### config.mk
export PLATFORM = sky130hd
export DESIGN_NAME = rnl_ctrl
export DESIGN_NICKNAME = d
export VERILOG_FILES = /design/src/rtl/rnl_pkg.sv /design/src/rtl/rnl_ctrl.sv
export SDC_FILE = /design/constraint.sdc
export NUM_CORES = 1
export LEC_CHECK = 0
export BUFFER_PORTS_ARGS = -buffer_cell sky130_fd_sc_hd__buf_4
export CAP_MARGIN = 10
export CORE_MARGIN = 1
export CORE_UTILIZATION = 38
export DETAILED_ROUTE_END_ITERATION = 10
export GPL_TIMING_DRIVEN = 0
export MAX_ROUTING_LAYER = met4
export SLEW_MARGIN = 0
export SYNTH_ARGS = -nofsm -noshare
export SYNTH_HDL_FRONTEND = slang
export SYNTH_SLANG_ARGS = --single-unit
### constraint.sdc
create_clock -name clk_i -period 2.3 [get_ports clk_i]
set_input_delay 0.46 -clock clk_i [delete_from_list [all_inputs] [get_ports clk_i]]
set_output_delay 0.46 -clock clk_i [all_outputs]
set_load 0.05 [all_outputs]
### src/rtl/rnl_pkg.sv
// ----------------------------------------------------------------------------
// rnl_pkg
// Shared codes, command and status types of the NACK list manager.
// ----------------------------------------------------------------------------
package rnl_pkg;

  // operation codes of an input item
  localparam logic [2:0] FUNC_INSERT = 3'd0;
  localparam logic [2:0] FUNC_REMOVE = 3'd1;
  localparam logic [2:0] FUNC_SCAN   = 3'd2;
  localparam logic [2:0] FUNC_CHECK  = 3'd3;
  localparam logic [2:0] FUNC_RTT    = 3'd4;

  // result kinds
  localparam logic [1:0] KIND_DONE    = 2'd0;
  localparam logic [1:0] KIND_NACK    = 2'd1;
  localparam logic [1:0] KIND_TIMEOUT = 2'd2;
  localparam logic [1:0] KIND_FULL    = 2'd3;

  // configuration register indexes
  localparam logic [2:0] CFG_MAX_REQ    = 3'd0;
  localparam logic [2:0] CFG_MAX_ALIVE  = 3'd1;
  localparam logic [2:0] CFG_FIRST_WAIT = 3'd2;
  localparam logic [2:0] CFG_MIN_INT    = 3'd3;
  localparam logic [2:0] CFG_MAX_INT    = 3'd4;
  localparam logic [2:0] CFG_CHECK      = 3'd5;
  localparam logic [2:0] CFG_QLIMIT     = 3'd6;
  localparam logic [2:0] CFG_START_INT  = 3'd7;

  // configuration reset values
  localparam logic [7:0]  RST_MAX_REQ    = 8'd10;
  localparam logic [23:0] RST_MAX_ALIVE  = 24'd1000000;
  localparam logic [23:0] RST_FIRST_WAIT = 24'd10000;
  localparam logic [23:0] RST_MIN_INT    = 24'd15000;
  localparam logic [23:0] RST_MAX_INT    = 24'd500000;
  localparam logic [23:0] RST_CHECK      = 24'd15000;
  localparam logic [6:0]  RST_QLIMIT     = 7'd64;
  localparam logic [23:0] RST_START_INT  = 24'd50000;

  // arithmetic constants
  localparam int          MAX_RESULTS       = 64;
  localparam logic [23:0] SHORT_INTERVAL_US = 24'd50000;
  localparam logic [23:0] DIV3_RECIP        = 24'hAAAAAB;     // ceil(2^25 / 3)
  localparam logic [28:0] DIV5_RECIP        = 29'h1999999A;   // ceil(2^31 / 5)
  localparam logic [9:0]  RTT_SCALE         = 10'd1000;

  // per-cycle datapath commands
  typedef enum logic [4:0] {
    CMD_NONE,
    CMD_LOAD,
    CMD_INS_START,
    CMD_READ,
    CMD_INS_EVAL,
    CMD_NEXT_VAL,
    CMD_OVF,
    CMD_SH_START,
    CMD_SH_READ,
    CMD_SH_WRITE,
    CMD_INS_WRITE,
    CMD_IDX0,
    CMD_IDX_INC,
    CMD_DEL_START,
    CMD_COPY_WRITE,
    CMD_COPY_END,
    CMD_SCAN_START,
    CMD_SCAN_EVAL,
    CMD_CHK_SIZE,
    CMD_RTT0,
    CMD_RTT1,
    CMD_RTT2,
    CMD_RTT3,
    CMD_PUSH_DONE,
    CMD_OUT_READ,
    CMD_OUT_NEXT
  } dp_cmd_e;

  // datapath status seen by the controller
  typedef struct packed {
    logic [2:0] func;
    logic       idx_eq_count;
    logic       cur_eq_end;
    logic       dup;
    logic       table_full;
    logic       shift_done;
    logic       match;
    logic       early;
    logic       res_full;
    logic       young;
    logic       last_res;
  } dp_status_t;

  // one table entry
  typedef struct packed {
    logic [15:0] seq;
    logic [47:0] born;
    logic [47:0] lreq;
    logic [7:0]  rcnt;
  } entry_t;

  // one buffered result
  typedef struct packed {
    logic [1:0]  kind;
    logic [15:0] seq;
    logic [6:0]  tmo;
  } res_t;

endpackage

### src/rtl/rnl_ctrl.sv
// ----------------------------------------------------------------------------
// rnl_ctrl
// Operation sequencer: walks the table and drains results through commands.
// ----------------------------------------------------------------------------
module rnl_ctrl (
  input  logic                clk_i,
  input  logic                rst_ni,
  input  logic                in_valid_i,
  output logic                in_ready_o,
  output logic                out_valid_o,
  input  logic                out_ready_i,
  input  rnl_pkg::dp_status_t status_i,
  output rnl_pkg::dp_cmd_e    cmd_o
);
  import rnl_pkg::*;

  typedef enum logic [4:0] {
    ST_IDLE, ST_DISP,
    ST_I_START, ST_I_RD, ST_I_EV, ST_I_DEC, ST_I_SH, ST_I_SHW, ST_I_WR,
    ST_R_RD, ST_R_EV, ST_C_RD, ST_C_WR,
    ST_S_CHK, ST_S_RD, ST_S_EV,
    ST_Q, ST_U0, ST_U1, ST_U2, ST_U3,
    ST_FIN, ST_O_RD, ST_O_VAL
  } state_e;

  state_e state_q, state_d;

  assign in_ready_o  = (state_q == ST_IDLE);
  assign out_valid_o = (state_q == ST_O_VAL);

  // next state and command
  always_comb begin
    state_d = state_q;
    cmd_o   = CMD_NONE;
    unique case (state_q)
      ST_IDLE: begin
        if (in_valid_i) begin
          cmd_o   = CMD_LOAD;
          state_d = ST_DISP;
        end
      end
      ST_DISP: begin
        priority if (status_i.func == FUNC_INSERT) begin
          state_d = ST_I_START;
        end else if (status_i.func == FUNC_REMOVE) begin
          cmd_o   = CMD_IDX0;
          state_d = ST_R_RD;
        end else if (status_i.func == FUNC_SCAN) begin
          state_d = ST_S_CHK;
        end else if (status_i.func == FUNC_CHECK) begin
          state_d = ST_Q;
        end else if (status_i.func == FUNC_RTT) begin
          state_d = ST_U0;
        end else begin
          state_d = ST_FIN;
        end
      end
      // insert: search for duplicate and position
      ST_I_START: begin
        cmd_o   = CMD_INS_START;
        state_d = status_i.cur_eq_end ? ST_FIN : ST_I_RD;
      end
      ST_I_RD: begin
        if (status_i.idx_eq_count) begin
          state_d = ST_I_DEC;
        end else begin
          cmd_o   = CMD_READ;
          state_d = ST_I_EV;
        end
      end
      ST_I_EV: begin
        if (status_i.dup) begin
          cmd_o   = CMD_NEXT_VAL;
          state_d = ST_I_START;
        end else begin
          cmd_o   = CMD_INS_EVAL;
          state_d = ST_I_RD;
        end
      end
      ST_I_DEC: begin
        if (status_i.table_full) begin
          cmd_o   = CMD_OVF;
          state_d = ST_FIN;
        end else begin
          cmd_o   = CMD_SH_START;
          state_d = ST_I_SH;
        end
      end
      // insert: shift the tail up one slot
      ST_I_SH: begin
        if (status_i.shift_done) begin
          state_d = ST_I_WR;
        end else begin
          cmd_o   = CMD_SH_READ;
          state_d = ST_I_SHW;
        end
      end
      ST_I_SHW: begin
        cmd_o   = CMD_SH_WRITE;
        state_d = ST_I_SH;
      end
      ST_I_WR: begin
        cmd_o   = CMD_INS_WRITE;
        state_d = ST_I_START;
      end
      // remove: find the entry
      ST_R_RD: begin
        if (status_i.idx_eq_count) begin
          state_d = ST_FIN;
        end else begin
          cmd_o   = CMD_READ;
          state_d = ST_R_EV;
        end
      end
      ST_R_EV: begin
        if (status_i.match) begin
          cmd_o   = CMD_DEL_START;
          state_d = ST_C_RD;
        end else begin
          cmd_o   = CMD_IDX_INC;
          state_d = ST_R_RD;
        end
      end
      // compaction: copy the tail down to the write pointer
      ST_C_RD: begin
        if (status_i.idx_eq_count) begin
          cmd_o   = CMD_COPY_END;
          state_d = ST_FIN;
        end else begin
          cmd_o   = CMD_READ;
          state_d = ST_C_WR;
        end
      end
      ST_C_WR: begin
        cmd_o   = CMD_COPY_WRITE;
        state_d = ST_C_RD;
      end
      // scan
      ST_S_CHK: begin
        if (status_i.early) begin
          state_d = ST_FIN;
        end else begin
          cmd_o   = CMD_SCAN_START;
          state_d = ST_S_RD;
        end
      end
      ST_S_RD: begin
        if (status_i.idx_eq_count || status_i.res_full) begin
          state_d = ST_C_RD;
        end else begin
          cmd_o   = CMD_READ;
          state_d = ST_S_EV;
        end
      end
      ST_S_EV: begin
        if (status_i.young) begin
          state_d = ST_C_RD;
        end else begin
          cmd_o   = CMD_SCAN_EVAL;
          state_d = ST_S_RD;
        end
      end
      ST_Q: begin
        cmd_o   = CMD_CHK_SIZE;
        state_d = ST_FIN;
      end
      // interval smoothing
      ST_U0: begin
        cmd_o   = CMD_RTT0;
        state_d = ST_U1;
      end
      ST_U1: begin
        cmd_o   = CMD_RTT1;
        state_d = ST_U2;
      end
      ST_U2: begin
        cmd_o   = CMD_RTT2;
        state_d = ST_U3;
      end
      ST_U3: begin
        cmd_o   = CMD_RTT3;
        state_d = ST_FIN;
      end
      // result drain
      ST_FIN: begin
        cmd_o   = CMD_PUSH_DONE;
        state_d = ST_O_RD;
      end
      ST_O_RD: begin
        cmd_o   = CMD_OUT_READ;
        state_d = ST_O_VAL;
      end
      ST_O_VAL: begin
        if (out_ready_i) begin
          cmd_o   = CMD_OUT_NEXT;
          state_d = status_i.last_res ? ST_IDLE : ST_O_RD;
        end
      end
      default: state_d = ST_IDLE;
    endcase
  end

  // state register
  always_ff @(posedge clk_i or negedge rst_ni) begin
    if (!rst_ni) begin
      state_q <= ST_IDLE;
    end else begin
      state_q <= state_d;
    end
  end

endmodule

# Word-level counts from Yosys, hierarchy flattened
# Cells that the tools add are included.
# totals
output_inout_bits	7
inputBits	17
wordCells	70
memories	0
latch_bits	0
ram_bits	0
regBits	5
romBits	0
# op_classes
eq_ne	29
order_cmp	0
div_mod_pow	0
n_shift	0
multipliers	0
n_reduce_logical	6
bitwise	0
n_addsub	0
n_mux	34
# ops
cell	n
5-bit one-hot mux with 23 select lines	2
5-bit 2-to-1 mux	14
5-bit by 4-bit equality test with 1-bit output, second input constant	8
5-bit equality test, second input constant	8
5-bit by 3-bit equality test with 1-bit output, second input constant	4
4-bit 2-to-1 mux	5
3-bit 2-to-1 mux	4
5-bit by 2-bit equality test with 1-bit output, second input constant	2
3-bit by 2-bit equality test with 1-bit output, second input constant	2
1-bit 2-to-1 mux	6
2-bit 2-to-1 mux	3
5-bit by 1-bit equality test with 1-bit output, second input constant	1
5-bit logical NOT	1
2-bit OR reduction	2
3-bit by 1-bit equality test with 1-bit output, second input constant	1
3-bit equality test, second input constant	1
3-bit logical NOT	1
2-bit by 1-bit inequality test with 1-bit output, second input constant	1
2-bit inequality test, second input constant	1
2-bit AND reduction	1
1-bit logical OR	1

# Longest topological paths before layout
# depth
word_depth	7
mapped_depth	7
depth_no_buf	4

# Worst setup path before layout
# No wires, ideal clock.
# synth_path
path_type	reg-to-output
startpoint	register state_q[3]
endpoint	output cmd_o[0]
path_buffers	1
stages_incl_launch_ff	6
t_arrival_ns	2.957
slack_ns	-1.117
cell_sequence	dfrtp_1 > buf_6 > nand2b_1 > nor4_1 > a21oi_1 > nand4_1
# synth_between
word_cells_on_any_way	26
# synth_rtl
element	line_no	text
start, declared	rnl_ctrl.sv:26	state_e state_q, state_d;
start signal, assigned	rnl_ctrl.sv:208	state_q <= state_d;
5-bit equality test	-	
named net out_valid_o	rnl_ctrl.sv:10	output logic out_valid_o,
5-bit one-hot mux with 23 select lines	rnl_ctrl.sv:35	unique case (state_q)
end, declared	rnl_ctrl.sv:13	output rnl_pkg::dp_cmd_e cmd_o
# The timed path passes the listed nets, and every way through them passes these cells.

# Worst setup path after layout
# layout_path
startpoint	register state_q[3]
endpoint	output cmd_o[0]
# layout_between
elab_chain_cells	3
word_cells_on_any_way	26
# layout_lines
element	line_no
5-bit by 4-bit equality test with 1-bit output / 5-bit by 2-bit equality test with 1-bit output (equally long branches)	rnl_ctrl.sv:35
2-bit OR reduction (no line)	-
5-bit one-hot mux with 23 select lines (*)	rnl_ctrl.sv:35
# Mark *: on every way between the ends. The rest lies on a longest branch, timed or not.

==> flow_summary_export.csv <==
group,metric,value,unit
clock_network,tritoncts_clock_tree,"built",
floorplan,fp.dieH,54.1,um
worst_setup_path,worst_setup_path_startpoint,"state_q[3]",
drt,antenna_left,0,
global_route,first_global_vias,1151,
floorplan,floorplan.die_area,2930,um^2
finish,n_antenna_cell,0,
yosys,avgSynthCellArea,7.36,um^2
yosys,fraction_of_registers_with_async_set_or_reset_after_synthesis,1.00,
sta,setup_repair_after_global_routing_missed_its_margin,"true",
finish,areaGrowthSynthToFinish,38.8,%
pwr,netSwitchingFraction,0.564,
yosys,ys_types,55,
placement,post_dp_cell_area,1260,um^2
sta,skew,0.00480,ns
finish,largest_register_ff_count,5,
placement,dp_worst_setup_slack,0.0817,ns
global_route,grt_first_pass_wirelength,5560,um
finish,registers.top_by_ff_count,"state_q",
worst_setup_path,required,1.84,ns
pwr,share_of_power_burned_in_registers,0.088,
yosys,syn_inst,140,
global_route,antenna_found_initial,0,
outcome,status,"finished, violations left",
worst_setup_path,path_max_fanout,9,
finish,nets,197,
drt,route.detailed.vias_per_inst,6.37,
pwr,power.total,2.41,mW
floorplan,pin_count,24,
worst_setup_path,worst-setup-path-type,"register to primary output",
yosys,yosys_warnings,0,
outcome,violated_checks,"negative setup slack",
sta,final_period_minus_worst_setup_slack,2.30,ns
finish,share_of_layout_cells_above_drive_strength_1,0.346,
floorplan,fp-row-count,18,
drt,remaining_drc_errors,0,
clock_network,h-tree-depth,1,
yosys,seq_total_area_yosys,0.121,
sta,final.setup.tns,-0.000756,ns
worst_setup_path,critPathArrivalTime,1.84,ns
finish,finish.utilization,0.567,
placement,buffer_ports.inserted,23,
sta,layout_worst_path_cycle_share,1.00,
worst_setup_path,regToRegStartpoint,"state_q[4]",
pwr,netSwitchingPower,1.36,mW
clock_network,clock_latency,0.26,ns
clock_network,root_buf_cell,"sky130_fd_sc_hd__clkbuf_4",
pwr,pwr-share-comb,0.866,
sta,timing_max_transition_violations_final,0,
floorplan,design.core.area,2520,um^2
finish,layoutNonFillerInstCount,209,
drt,firstDrtPassIters,4,
finish,post_route_cell_area,1430,um^2
placement,dp_cells,193,
flow_run,cap_violations,0,
sta,total_of_endpoints_with_negative_setup_slack_in_the_final_report,1,
global_route,overflow,0,
floorplan,floorplan.initialDensity,0.409,
yosys,syn-num-nets,157,
sta,hold_violations,0,
pwr,leakage,0.601,nW
finish,layout.filler_cells,263,
yosys,ys_seq_elements,5,
pwr,cell_internal_pwr,1.05,mW
placement,place_congestion,0.942,
pwr,share_of_total_power_in_the_clock_network,0.046,
placement,hpwlAfterDp,2760,um
global_route,grt_max_degree,11,
yosys,edff_count_synth,0,
clock_network,path_clk_slew,0.05,ns
sta,worst_slew_pin_slew,0.415,ns
floorplan,die_w,54.1,um
sta,maxSlewHeadroom,0.720,
drt,routedWlPerCell,18.1,um
hold_path,timing.hold.worst.class,"input pin to async pin",
clock_network,clkSinkCount,5,
worst_setup_path,setup.worst_path.start_class,"register",
sta,fmax,435,MHz
pwr,ir_drop_worst_case_vdd,0.00101,V
global_route,groute.usage.overall,0.277,
yosys,ys.flop_type,"sky130_fd_sc_hd__dfrtp_1",
worst_setup_path,cp-end-kind,"primary output",
clock_network,cts_buffer_depth,2,
drt,vias,1331,
pwr,power_per_standard_cell_area,1690,nW/um^2
finish,largestRegisters,"state_q x5",
clock_network,inserted_clock_buffers,3,
drt,drt-initial-drc-count,68,
yosys,synth.cell_area,1030,um^2
sta,final_critical_path_setup_slack,-0.000756,ns
sta,hold_slack,0.538,ns
drt,detailed_route_wl,3780,um
## worst max-delay path: stages, from the launching register on
cell,delay (ns)
sky130_fd_sc_hd__dfrtp_2,0.43
sky130_fd_sc_hd__buf_6,0.15
sky130_fd_sc_hd__buf_8,0.13
sky130_fd_sc_hd__or3_4,0.37
sky130_fd_sc_hd__nor3_2,0.18
sky130_fd_sc_hd__a21oi_1,0.06
sky130_fd_sc_hd__nand4_1,0.10
sky130_fd_sc_hd__buf_6,0.17
## path summary, 6_finish.rpt
check | end | cells past startpoint | slack (ns)
worst max-delay path | cmd_o[0] | 7 | -0.0008
worst min-delay path | state_q[1] | 2 | 0.54
worst max register to register | state_q[1] | 4 | 0.61
worst min register to register | state_q[0] | 3 | 0.71
max in group asynchronous | state_q[3] | 2 | 1.65
min in group clk_i | state_q[0] | 4 | 0.58
## layout make-up
cell class	count	area (um^2)	share of cell area
well taps	30	37.5	0.0262
multi-input cells	117	825	0.576
inverters	6	22.5	0.0157
repair buffers	35	270	0.189
flip-flops and latches	5	128	0.0892
plain buffers	12	123	0.0857
clock buffers	4	26.3	0.0184
## repair_timing
action                     in CTS  in global routing
hold buffers                    0                  1
hold endpoints to repair        0                  5
cloned                          0                  1
resized for setup               6                  7
setup endpoints to repair       3                  4
pin swaps                       2                  4
setup buffers                   2                  8
## kinds of logic after synthesis
group	count (synthesis)	synth area share
multiplexers	4	0.0388
AND/OR/NAND/NOR	66	0.383
XOR/XNOR	2	0.0170
buffers and inverters	18	0.130
flip-flops	5	0.121
AO/OA/AOI/OAI	45	0.309
## per-layer routing
layer / up-vias / part of all wire / track usage
li1: 618 / - / -
met1: 636 / 0.43 / 0.358
met2: 71 / 0.47 / 0.461
met3: 6 / 0.086 / 0.0395
met4: 0 / 0.0061 / 0.0470
met5: - / 0 / -
## power groups by stage
stage | registers [mW] | logic [mW] | clock network (mW)
3_5_place_dp | 0.213 | 1.84 | 0
3_3_place_gp | 0.213 | 1.85 | 0
2_1_floorplan | 0.191 | 1.40 | 0
6_report | 0.214 | 2.09 | 0.110
4_1_cts | 0.203 | 1.93 | 0.107
5_1_grt | 0.218 | 2.22 | 0.118
## Yosys cell counts, types with 4 or more instances
library cell | n | area [um^2]
sky130_fd_sc_hd__mux2i_1 | 4 | 40.0
sky130_fd_sc_hd__nand2_1 | 9 | 33.8
sky130_fd_sc_hd__dfrtp_1 | 5 | 125
sky130_fd_sc_hd__nor2_1 | 11 | 41.3
sky130_fd_sc_hd__o21ai_0 | 5 | 25.0
sky130_fd_sc_hd__a32oi_1 | 4 | 35.0
sky130_fd_sc_hd__nor2b_1 | 4 | 25.0
sky130_fd_sc_hd__a21oi_1 | 10 | 50.1
sky130_fd_sc_hd__nand3_1 | 4 | 20.0
sky130_fd_sc_hd__nand4_1 | 4 | 25.0
sky130_fd_sc_hd__inv_1 | 4 | 15.0
sky130_fd_sc_hd__buf_4 | 5 | 37.5
sky130_fd_sc_hd__nand2b_1 | 6 | 37.5
## placed cells by master, fill, tap and decap left out, drive strengths merged, types with 5 or more instances in the layout
cell type   n
dfrtp       5
nor2       11
a21oi      11
buf        46
nand2       9
nand2b      6
o21ai       7
inv         6
Note: power is estimated with default switching activity, not from simulation.
